**config.mk**
```make
export PLATFORM = sky130hd
export DESIGN_NAME = tkft_ctrl
export DESIGN_NICKNAME = d
export VERILOG_FILES = /design/src/rtl/core/tkft_pkg.sv /design/src/rtl/core/tkft_ctrl.sv
export SDC_FILE = /design/constraint.sdc
export NUM_CORES = 1
export LEC_CHECK = 0
export BUFFER_PORTS_ARGS = -buffer_cell sky130_fd_sc_hd__buf_2
export CORE_AREA = 2 2 39 41
export CTS_BUF_LIST = sky130_fd_sc_hd__clkbuf_2 sky130_fd_sc_hd__clkbuf_4 sky130_fd_sc_hd__clkbuf_8
export CTS_CLUSTER_SIZE = 40
export DETAILED_ROUTE_END_ITERATION = 10
export DIE_AREA = 0 0 41 43
export PLACE_DENSITY = 0.45
export SLEW_MARGIN = 10
export SYNTH_ARGS = -nofsm -noshare
export SYNTH_HDL_FRONTEND = slang
export SYNTH_SLANG_ARGS = --single-unit
```
**constraint.sdc**
```tcl
create_clock -name clk -period 2.8 [get_ports clk]
set_input_delay 0.28 -clock clk [delete_from_list [all_inputs] [get_ports clk]]
set_output_delay 0.28 -clock clk [all_outputs]
set_load 0.01 [all_outputs]
```
**src/rtl/core/tkft_pkg.sv**
```systemverilog
// Shared types and constants for the top-K frequency tracker.
// Holds the field widths, the reset value of the report length and the
// command/status structs that join the controller and the datapath.
package tkft_pkg;

  localparam int VALUE_RANGE_DEF = 1024;
  localparam int MAX_K_DEF       = 16;
  localparam int COUNT_BITS_DEF  = 16;

  localparam int VAL_W       = 10;
  localparam int CNT_OUT_W   = 16;
  localparam int CFG_W       = 5;
  localparam int IN_TDATA_W  = 16;
  localparam int OUT_TDATA_W = 32;

  localparam logic [CFG_W-1:0] K_RESET = 5'd16;

  typedef struct packed {
    logic load;       // capture the input beat, start the count-table read
    logic clr_write;  // zero one count-table entry, advance the sweep
    logic update;     // bump the count, place the value in the list
    logic bubble;     // one step of moving the placed entry forward
    logic emit;       // load the next ranked entry into the output register
  } tkft_cmd_t;

  typedef struct packed {
    logic in_range;   // input sample is below the value range
    logic clr_last;   // sweep is at the final entry
    logic placed;     // update changed the list, a bubble pass follows
    logic swap;       // the tracked entry outranks its predecessor
    logic emit_none;  // nothing to report
    logic emit_last;  // current rank is the final one reported
    logic out_free;   // output register can take a beat
  } tkft_stat_t;

endpackage

```
**src/rtl/core/tkft_ctrl.sv**
```systemverilog
// Controller of the top-K frequency tracker: sequences clear sweep, count
// update, bubble steps and the report. Uses tkft_pkg command/status types.
module tkft_ctrl
  import tkft_pkg::*;
(
  input  logic       clk,
  input  logic       rst_n,
  input  logic       in_tvalid,
  input  logic       in_mode,
  output logic       in_tready,
  input  tkft_stat_t st,
  output tkft_cmd_t  cmd
);

  typedef enum logic [2:0] {
    S_CLEAR,
    S_IDLE,
    S_UPD,
    S_BUB,
    S_EMIT
  } state_t;

  state_t state_r;
  state_t state_nxt;

  always_comb begin
    cmd       = '0;
    state_nxt = state_r;
    case (state_r)
      S_CLEAR: begin
        cmd.clr_write = 1'b1;
        if (st.clr_last) begin
          state_nxt = S_IDLE;
        end
      end
      S_IDLE: begin
        if (in_tvalid) begin
          cmd.load = 1'b1;
          if (in_mode) begin
            state_nxt = S_CLEAR;
          end else if (st.in_range) begin
            state_nxt = S_UPD;
          end else begin
            state_nxt = S_EMIT;
          end
        end
      end
      S_UPD: begin
        cmd.update = 1'b1;
        state_nxt  = st.placed ? S_BUB : S_EMIT;
      end
      S_BUB: begin
        cmd.bubble = 1'b1;
        if (!st.swap) begin
          state_nxt = S_EMIT;
        end
      end
      S_EMIT: begin
        if (st.emit_none) begin
          state_nxt = S_IDLE;
        end else if (st.out_free) begin
          cmd.emit = 1'b1;
          if (st.emit_last) begin
            state_nxt = S_IDLE;
          end
        end
      end
      default: begin
        state_nxt = S_IDLE;
      end
    endcase
  end

  always_ff @(posedge clk) begin
    if (!rst_n) begin
      state_r <= S_CLEAR;
    end else begin
      state_r <= state_nxt;
    end
  end

  assign in_tready = (state_r == S_IDLE);

endmodule

```
=== Word level (Yosys, flattened, before mapping) ===
Index checks and enable logic that the tools add are counted.

* Logic and storage cells: 30
* Bits of input ports: 11
* Output and inout bits: 6
* Register bits after elaboration: 3

* Reductions and logical operators: 2
* Eq/ne operators: 9
* Multiplexer cells: 18

{| class="wikitable"
|+ Operators with widths
! cell !! number
|-
| 2-to-1 mux 3 bit || 9
|-
| one-hot mux 3 bit (5 select lines) || 1
|-
| 2-to-1 mux 1 bit || 8
|-
| == test 3 x 2 -> 1 bit, second input constant || 2
|-
| != test 2 bit, second input constant || 3
|-
| != test 3 bit, second input constant || 2
|-
| AND reduction 5 bit || 1
|-
| == test 3 x 1 -> 1 bit, second input constant || 1
|-
| == test 3 bit, second input constant || 1
|-
| logical NOT 3 bit || 1
|}

=== Logic depth before layout (Yosys ltp) ===
Gate-level depths: netlist (run 1).

* Depth in word-level cells: 4
* Mapped depth: 5
* Gate-level depth less buffers: 4

=== Least setup slack after synthesis (run 1) ===
Ideal clock, no wire load.

* Path kind: flip-flop to output port
* Start: register state_r[1]
* End: output port cmd[0] (netlist name)
* Cell stages (with the launch flop): 4
* Buffers on the path: 1
* Data required time: 2.520 ns
* Setup slack: 1.624 ns
* Arrival time: 0.896 ns
* Cells stage by stage: dfxtp_1 buf_4 nor4b_2 and2_1

{| class="wikitable"
|+ RTL lines
! element !! RTL line !! RTL
|-
| start: declaration || tkft_ctrl.sv:23 || <nowiki>state_t state_r;</nowiki>
|-
| start signal: assignment || tkft_ctrl.sv:78 || <nowiki>state_r <= state_nxt;</nowiki>
|-
| end: declaration || tkft_ctrl.sv:12 || <nowiki>output tkft_cmd_t cmd</nowiki>
|}

==> results of run 1 <==
==> cells in the mapped netlist, types with 2 or more instances <==
library cell	count	area, um^2
and2_1	4	25.0
dfxtp_1	3	60.1
buf_4	2	15.0
nor2_1	3	11.3
o31ai_1	2	15.0
nand2_1	5	18.8
nor3_1	2	10.0
==> cells by family (layout without fill, tap and decap cells) <==
group / after synthesis / after routing / synth area share [%]
compound gates: 6 / 6 / 16.5
buf+inv: 2 / 20 / 5.82
flops: 3 / 3 / 23.3
simple gates: 22 / 22 / 54.4
==> worst max-delay path, stage by stage, from the launching register on <==
cell     delay (ps)
dfxtp_1         460
nor4b_2         270
and2_1          160
buf_2           120
==> per-stage QoR <==
| stage | total power, W | utilization [%] |
|---|---|---|
| floorplan | 0.0000614 | - |
| global placement | 0.0000730 | 24.8 |
| detailed placement | 0.0000730 | 24.8 |
| CTS | 0.000164 | 26.9 |
| global route | 0.000168 | 26.9 |
| finish | 0.000159 | 26.9 |
==> area by class of cell <==
| type | instances | area [um^2] | area share (%) |
|---|---|---|---|
| multi-input cells | 28 | 183 | 49.0 |
| repair buffers | 16 | 80.1 | 21.5 |
| flip-flops and latches | 3 | 60.1 | 16.1 |
| clock buffers | 4 | 30.0 | 8.05 |
| well taps | 16 | 20.0 | 5.37 |
==> worst max-delay path by stage <==
| stage | end | slack [ps] | cells after the start |
|---|---|---|---|
| after floorplan | cmd[0] | 1620 | 3 |
| after global placement | cmd[0] | 1500 | 3 |
| after detailed placement | cmd[0] | 1530 | 3 |
| after CTS | cmd[0] | 1270 | 3 |
| after global routing | cmd[0] | 1200 | 3 |
| final | cmd[0] | 1280 | 3 |
==> layer usage <==
metal | global-route usage, % | part of all wire [%] | wire length, um
met4 | 6.00 | 0 | 0
met5 | 0 | 0 | 0
met2 | 14.7 | 50 | 323
met1 | 10.8 | 42 | 270
met3 | 1.57 | 7.8 | 50
==> report_power, final <==
part / leakage, nW / total, W / switching (W) / internal (W)
logic: 0.129 / 0.0000236 / 0.0000109 / 0.0000127
clock network: 0.0184 / 0.0000871 / 0.0000239 / 0.0000632
registers: 0.0245 / 0.0000482 / 0.00000383 / 0.0000443
==> layout by cell type (no fill, tap or decap) <==
| cell | count |
|---|---|
| nor2_1 | 3 |
| nor2b_4 | 1 |
| dfxtp_1 | 3 |
| clkbuf_4 | 4 |
| a21oi_1 | 1 |
| nand2_1 | 5 |
| o31ai_1 | 2 |
| a221oi_1 | 1 |
| and4bb_1 | 1 |
| a32oi_1 | 1 |
| buf_2 | 16 |
| nor3_1 | 2 |
| nor3b_1 | 1 |
| nand2b_1 | 1 |
| and2b_1 | 1 |
| nor2_2 | 1 |
| and2_1 | 4 |
| nor4b_2 | 1 |
| nand4_1 | 1 |
| o21ai_1 | 1 |
==> results.md, run 1 <==
* Status: completed
* Setup repair bufs after CTS at 0
* TritonCTS clock tree: done
* Worst R2R Start: state_r[1]
* Main synth FF type: dfxtp_1
* Setup TNS at 0 ps
* IO Pins at 17
* Pin count of the biggest net entering global routing at 14
* Hold Slack at 286 ps
* Final Max Slew Viols at 0
* Cell Area, Placed at 343 um^2
* Largest registers: state_r: 3 flops
* Reg with most FFs: state_r
* Hold_buf cts at 0
* Worst EP required at 2520 ps
* Post-DR wirelength/cell at 9.60 um
* RePlAce Congestion at around 0.74
* CP startpoint: state_r[2]
* Diodes inserted at 0
* EDFF count, synth at 0
* Clock buffer count from CTS at 3
* Via density at 4.28
* Gr usage total at 9.31%
* # DRC at 0
* Clk_lat worst skew at ~230 ps
* Hold Crit Class: input port to register
* Grt total ovfl at 0
* Non-filler instance count after layout at 67
* Max rail drop VDD at around 84 uV
* Die H at 43 um
* CTS sink cnt at 3
* Initial detailed-routing violation count at 5
* CP Launch Type: register
* RSZ-0062 raised after global routing: no
* Fmax at 657 MHz
* Ys async rst share at 0%
* Mapped cell area at 258 um^2
* Fin area at 373 um^2
* Gate Count Post-Synth at 33
* Vias in the first global route at 299
* Final WS setup at between 1000 and 1500 ps
* Final hold violation count at 0
* Fill count at 159
* Static leakage at roughly 0.17 nW
* Mean Syn Cell Area at 7.81 um^2
* Setup slack, reg-to-reg at 1550 ps
* First-pass GRT wire length at between 1000 and 1500 um
* Max-cap violations at 0
* Crit. End Element: output port
* Relative slew slack at 76.4%
* Post-synthesis sequential area ratio at a little under a quarter
* Post-CTS Resized at 0
* Final setup violation count at 0
* Worst slew pin tran at 353 ps
* Syn Nets at 44
* Core area at 0.00138 mm^2
* Depth of the worst register-to-register path at 4
* Via Count at 287
* Clock H-tree levels at 1
* Area grow syn2layout at 44.7%
* FP Rows at 14
* Netlist cell types at 19
* NumNets Final at 63
* Tcrit/Tclk final at 54.4%
* Final min period at 1520 ps
* Final ANT Viol Nets at 0
* Worst r2r dst: state_r[2]
* Die ar. at 0.00176 mm^2
* Pre-CTS setup slack at 1530 ps
* Final HPWL DP at 524 um
* Final Routed Wirelength at 643 um
* PwrDens at 426 mW/mm^2
* DP Cell Count at 63
* I/O Buffers at 16
* CP Data Arrival Time at about 1200 ps
* Pre-antenna DRT Iters at 4
* Register clock-pin slew on the reported worst setup and hold paths at ~40 ps
* Hold_sp: rst_n
* Root Driver: clkbuf_4
* Maximum clock path buffer count at 2
* Hold depth at 2
* Effective utilization at floorplan at 18.6%
* Yosys warnings at 0
* Max reg flops at 3
* Clock skew at 1.66 ps
* Hold path endpoint: state_r[2]
* Fraction of layout cells with a size suffix above 1 at 45.1%
* Crit path max fanout at 6
* Crit Path Class: register to output port
* Post-synthesis register bit count at 3
* Horiz. Die Dim at 41 um
* Initial antenna violation count at 0
No activity file was read; power rests on OpenSTA's default activity.
==> run 2: changes to the inputs <==
--- a/config.mk
+++ b/config.mk
@@ -5,13 +5,14 @@
 export SDC_FILE = /design/constraint.sdc
 export NUM_CORES = 1
 export LEC_CHECK = 0
+export ABC_AREA = 1
 export BUFFER_PORTS_ARGS = -buffer_cell sky130_fd_sc_hd__buf_2
 export CORE_AREA = 2 2 39 41
 export CTS_BUF_LIST = sky130_fd_sc_hd__clkbuf_2 sky130_fd_sc_hd__clkbuf_4 sky130_fd_sc_hd__clkbuf_8
 export CTS_CLUSTER_SIZE = 40
 export DETAILED_ROUTE_END_ITERATION = 10
 export DIE_AREA = 0 0 41 43
-export PLACE_DENSITY = 0.45
+export PLACE_DENSITY = 0.5
 export SLEW_MARGIN = 10
 export SYNTH_ARGS = -nofsm -noshare
 export SYNTH_HDL_FRONTEND = slang
==> constraint.sdc (replaced) <==
create_clock -name clk -period 1.3 [get_ports clk]
set_input_delay 0.13 -clock clk [delete_from_list [all_inputs] [get_ports clk]]
set_output_delay 0.13 -clock clk [all_outputs]
set_load 0.01 [all_outputs]
==> run 2 against run 1 <==
- design area is 14% higher
- synthesized cell count grew 70%
- critical path depth unchanged
- count of clock-buffer cells in the layout stayed put
- sequential power is 140% higher
- area after synthesis is 16% higher
- non-clock buffer count unchanged
- die area did not move
- sequential cell count unchanged
- hold slack worse by 130 ps
- register-to-register slack got worse by 1400 ps
- routed wire length rose by 3.6%
==> results.md, run 2 <==
* Status: completed
* Netlist cell types at 12
* Worst path slowest cell: dfxtp_1
* Vias in the first global route at 310
* Crit Path Class: register to output port
* Clock Power Share at 44.9%
* Pre-CTS setup slack at 169 ps
* FP Rows at 14
* Relative slew slack at 78.4%
* Hold Crit Class: input port to register
* Tcrit/Tclk final at 93.1%
* Max rail drop VDD at 290 uV
* RePlAce Congestion at ~0.75
* EDFF count, synth at 0
* Mean Syn Cell Area at 5.34 um^2
* Pre-antenna DRT Iters at 4
* Post-synthesis sequential area ratio at 20.1%
* CP Data Arrival Time at ~1100 ps
* Maximum clock path buffer count at 2
* Worst slew pin tran at about 320 ps
* Register clock-pin slew on the reported worst setup and hold paths at 40 ps
* NumNets Final at 87
* Register area at 60.1 um^2
* Commonest non-fill, non-tap cell in the layout: buf_2
* Ys async rst share at 0%
* Mapped cell area at 299 um^2
* First-pass GRT wire length at 1080 um
* Horiz. Die Dim at 41 um
* Post-DR wirelength/cell at 7.32 um
* Via density at 4.10
* CP Launch Type: register
* Max-cap violations at 0
* Clock H-tree levels at 1
* Die ar. at approximately 0.0018 mm^2
* Area grow syn2layout at 42.3%
* Diodes inserted at 0
* Final Max Slew Viols at 0
* Reg with most FFs: state_r
* Synth top cells by count: 14 x inv_1, 11 x nand2_1, 9 x nand3_1, 9 x nor2_1
* Pin count of the biggest net entering global routing at 9
* Most frequent cell after synthesis: inv_1
* Top cells by area, synth: dfxtp_1 20%, inv_1 18%, nand3_1 15%, nand2_1 14%, nor2_1 11%
* Initial antenna violation count at 0
* Final ANT Viol Nets at 0
* RSZ-0062 raised after global routing: no
* Final Routed Wirelength at 666 um
* PwrDens at 949 mW/mm^2
* Final hold violation count at 0
* Crit-path cells: inv_1, nor3_1, buf_2
* Main synth FF type: dfxtp_1
* Fill count at ~170
* Gate Count Post-Synth at between 50 and 60
* Setup TNS at 0 ps
* Crit path max fanout at 4
* Post-synthesis register bit count at 3
* Final min period at ~1200 ps
* Fmax at just over 800 MHz
* Syn Nets at 67
* Most frequent cells in the layout: 16 x buf_2, 14 x inv_1, 11 x nand2_1
* Logic pwr share at 26.6%
* CP peak stage delay at 450 ps
* Sequential share of power at around 28%
* TritonCTS clock tree: done
* Crit. End Element: output port
* Clock buffer count from CTS at 3
* IO Pins at 17
* Core area at roughly 0.0014 mm^2
* Clk_lat worst skew at between 200 and 250 ps
* Fraction of layout cells with a size suffix above 1 at roughly a third
* Max reg flops at 3
* Initial detailed-routing violation count at 10
* Switching power of the nets at ~0.00012 W
* Clock skew at 0.405 ps
* Final setup violation count at 0
* I/O Buffers at 16
* Worst EP required at around 1200 ps
* Die H at 43 um
* Total power at approximately 0.00040 W
* Yosys top cell area share at 20.1%
* Grt total ovfl at 0
* Gr usage total at 9.04%
* CTS sink cnt at 3
* Final HPWL DP at between 500 and 600 um
* Multi-input logic area at around 180 um^2
* Internal power at 0.000284 W
* Sw Share at just under 30%
* Via Count at 373
* Root Driver: clkbuf_4
* Effective utilization at floorplan at 21.6%
* Depth of the worst register-to-register path at 6
* # DRC at 0
* Yosys top cell by area: dfxtp_1
* Static leakage at 0.263 nW
* Largest registers: state_r: 3 flops
* Hold depth at 3
* Final WS setup at 90.2 ps
* Yosys warnings at 0
==> run 2: changes by cell type after synthesis, sizes merged, moves of 4 or more <==
cell and change:
nand2 +6, nand3 +9, and2 -4, nor2 +8, inv +15
==> run 2: stage by stage <==
step	cells	hold WS [ps]	area, um^2	util [%]
after floorplan	56	280	299	-
after global placement	87	387	388	28.0
after detailed placement	87	392	388	28.0
after CTS	91	155	418	30.2
after global routing	91	180	425	30.7
final	91	157	425	30.7
==> run 2: kinds of logic after synthesis <==
logic type,after synthesis,synth area share [%]
compound gates,4,7.53
buf+inv,16,22.6
flops,3,20.1
simple gates,33,49.8
==> run 2: what timing repair did <==
| item | in CTS | in global routing |
|---|---|---|
| gates resized for setup | 0 | 2 |
| endpoints found under the setup margin | 0 | 2 |
| buffers inserted | 0 | 0 |
| hold buffers | 0 | 0 |
==> run 2: final timing paths <==
check / start / endpoint / slack [ps]
worst max-delay path: state_r[1] / cmd[2] / 90
worst min-delay path: rst_n / state_r[0] / 160
worst max register to register: state_r[0] / state_r[0] / 160
worst min register to register: state_r[1] / state_r[1] / 750
==> run 2: area by class of cell <==
class | instances | share of cell area (%)
multi-input cells | 37 | 42.1
repair buffers | 16 | 18.8
flip-flops and latches | 3 | 14.1
inverters | 15 | 13.2
clock buffers | 4 | 7.06
well taps | 16 | 4.71
==> run 2: power groups by stage <==
| stage | logic, W | registers [W] | clock network [W] |
|---|---|---|---|
| global route | 0.000126 | 0.000117 | 0.000191 |
| floorplan | 0.0000861 | 0.000105 | 0 |
| global placement | 0.000107 | 0.000115 | 0 |
| CTS | 0.000107 | 0.000114 | 0.000187 |
| finish | 0.000107 | 0.000115 | 0.000181 |
| detailed placement | 0.000107 | 0.000115 | 0 |
==> run 2: metal layers <==
metal | vias to the layer above | track usage, % | routed length (um)
li1 | 203 | - | -
met1 | 155 | 10.3 | 296
met2 | 15 | 14.4 | 310
met3 | 0 | 3.14 | 59
met4 | 0 | 4.00 | 0
met5 | - | 0 | 0
==> run 2: critical path: cells and delay by family (launching register included) <==
| family | cells | cell delay [ps] |
|---|---|---|
| buffers and inverters | 2 | 250 |
| DFF | 1 | 450 |
| and+or+nand+nor | 1 | 140 |
==> run 3: changes to the inputs <==
--- a/config.mk
+++ b/config.mk
@@ -5,14 +5,13 @@
 export SDC_FILE = /design/constraint.sdc
 export NUM_CORES = 1
 export LEC_CHECK = 0
-export ABC_AREA = 1
 export BUFFER_PORTS_ARGS = -buffer_cell sky130_fd_sc_hd__buf_2
 export CORE_AREA = 2 2 39 41
 export CTS_BUF_LIST = sky130_fd_sc_hd__clkbuf_2 sky130_fd_sc_hd__clkbuf_4 sky130_fd_sc_hd__clkbuf_8
 export CTS_CLUSTER_SIZE = 40
 export DETAILED_ROUTE_END_ITERATION = 10
 export DIE_AREA = 0 0 41 43
-export PLACE_DENSITY = 0.5
+export PLACE_DENSITY_LB_ADDON = 0.05
 export SLEW_MARGIN = 10
 export SYNTH_ARGS = -nofsm -noshare
 export SYNTH_HDL_FRONTEND = slang
==> run 3 against run 2 <==
- sequential cell count did not move
- final cell count fell by 24%
- non-clock buffer count rose by 2
- via count fell by 18%
- first-iteration DRC count fell by 90%
- maximum frequency fell by 3.3%
- setup slack got worse by 42 ps
- routed wire length rose by 20%
- combinational power fell by 50%
- largest cell class unchanged
==> results.md, run 3 (synthesis gave the netlist of run 1 again) <==
* Diodes inserted at 0
* Worst EP required at 1170 ps
* Cell Area, Placed at roughly 360 um^2
* Via density at approximately 4.4
* Relative slew slack at ~83%
* Switching power of the nets at 0.0000925 W
* Vias in the first global route at 319
* Worst R2R Start: state_r[1]
* Crit. End Element: output port
* Hold Crit Class: input port to register
* Static leakage at 0.188 nW
* Reg with most FFs: state_r
* Max rail drop VDD at slightly above 200 uV
* IO Pins at 17
* Sequential share of power at 29.3%
* Worst path slowest cell: dfxtp_4
* Grt total ovfl at 0
* Core area at about 0.0014 mm^2
* Final setup violation count at 0
* Hold_buf cts at 0
* Buffers & Inverters on Critical Path at 1
* Crit Path Class: register to output port
* Via Count at 306
* Crit path max fanout at 4
* Clock Power Share at a little under three fifths
* Pin count of the biggest net entering global routing at 14
* CP peak stage delay at 360 ps
* Hold depth at 2
* PwrDens at approximately 850 mW/mm^2
* CTS sink cnt at 3
* First-pass GRT wire length at 1250 um
* Die H at 43 um
* Sw Share at 26.5%
* Horiz. Die Dim at 41 um
* Max-cap violations at 0
* Die ar. at 0.00176 mm^2
* Pre-antenna DRT Iters at 2
* Status: completed
* Final Max Slew Viols at 0
* Gr usage total at 10.9%
* Max reg flops at 3
* Setup slack, reg-to-reg at between 100 and 150 ps
* RSZ-0062 raised after global routing: yes
* Clock buffer count from CTS at 3
* Final HPWL DP at between 500 and 600 um
* # DRC at 0
* Post-DR wirelength/cell at roughly 12 um
* Root Driver: clkbuf_4
* Hold_sp: rst_n
* Fin area at 410 um^2
* Initial antenna violation count at 0
* RePlAce Congestion at about 0.7
* Register clock-pin slew on the reported worst setup and hold paths at 40 ps
* Area grow syn2layout at 59.2%
* Clock H-tree levels at 1
* Maximum clock path buffer count at 2
* Most frequent cells in the layout: 16 x buf_2, 5 x nand2_1, 4 x and2_1, 4 x clkbuf_4, 3 x nor2_1
* Final hold violation count at 0
* I/O Buffers at 16
* Clock skew at 4.72 ps
* Tcrit/Tclk final at 96.3%
* Internal power at about 0.00026 W
* Commonest non-fill, non-tap cell in the layout: buf_2
* Worst slew pin tran at 250 ps
* Hold path endpoint: state_r[2]
* Final ANT Viol Nets at 0
* Final min period at about 1300 ps
* Effective utilization at floorplan at approximately a fifth
* Worst r2r dst: state_r[2]
* Largest registers: state_r: 3 flops
* NumNets Final at between 60 and 70
* FP Rows at 14
* Fraction of layout cells with a size suffix above 1 at 52.8%
* Total power at 0.000349 W
* Crit-path cells: nor4b_4, and2_1, buf_2
* Hold Slack at 127 ps
* CP Data Arrival Time at 1120 ps
* Logic pwr share at 15.2%
* Top cell family by delay on the critical path: simple AND/OR/NAND/NOR gates
* TritonCTS clock tree: done
* Clk_lat worst skew at between 200 and 250 ps
* CP Launch Type: register
* Final Routed Wirelength at 796 um
* Fmax at about 800 MHz
* Initial detailed-routing violation count at 1
* Depth of the worst register-to-register path at 5
[run 3: through the flow]
step	setup slack (ps)	setup TNS, ps	utilization [%]	cells
floorplan	219	0	-	33
global placement	87.7	0	26.2	64
detailed placement	54.6	0	26.2	64
CTS	18.7	0	29.1	69
global route	-0.464	-0.464	29.7	69
finish	48.7	0	29.7	69
[run 3: worst max path at each step]
stage               slack [ps]  depth (start not counted)        from         end
finish                      50                          3  state_r[1]      cmd[0]
global route              -0.5                          3  state_r[1]      cmd[0]
CTS                         20                          3  state_r[1]      cmd[0]
detailed placement          50                          4  state_r[1]  state_r[2]
global placement            90                          4  state_r[1]  state_r[2]
floorplan                  220                          5  state_r[1]  state_r[2]
[run 3: repair_timing]
item / CTS / global route
pin swaps: 2 / 2
setup buffers: 2 / 0
resized for setup: 5 / 2
endpoints found under the setup margin: 2 / 2
[run 3: layout make-up]
| class | instances | area (um^2) |
|---|---|---|
| Fill cell | 168 | 973 |
| Sequential cell | 3 | 68.8 |
| Multi-Input combinational cell | 28 | 196 |
| Clock buffer | 4 | 30.0 |
| Tap cell | 16 | 20.0 |
| Timing Repair Buffer | 18 | 95.1 |
[run 3: layer usage]
layer | up-vias | share of wire, % | GRT usage [%]
met4 | 0 | 2.3 | 10.0
li1 | 159 | - | -
met5 | - | 0 | 0
met3 | 2 | 4.1 | 1.57
met1 | 138 | 36 | 10.9
met2 | 7 | 57 | 17.8
[run 3: worst reg2reg max path, cell delays in order (launching register included)]
cell and delay [ps]:
dfxtp_4 360, buf_4 150, nor2_4 100, a32oi_1 130
o31ai_1 230, and2_1 140
[run 3: power groups by stage]
stage	logic [W]	registers, W	clock network (W)
2_1_floorplan	0.0000328	0.0000993	0
3_3_place_gp	0.0000706	0.000100	0
3_5_place_dp	0.0000705	0.0000999	0
4_1_cts	0.0000539	0.000104	0.000197
5_1_grt	0.0000581	0.000103	0.000208
6_report	0.0000530	0.000102	0.000194
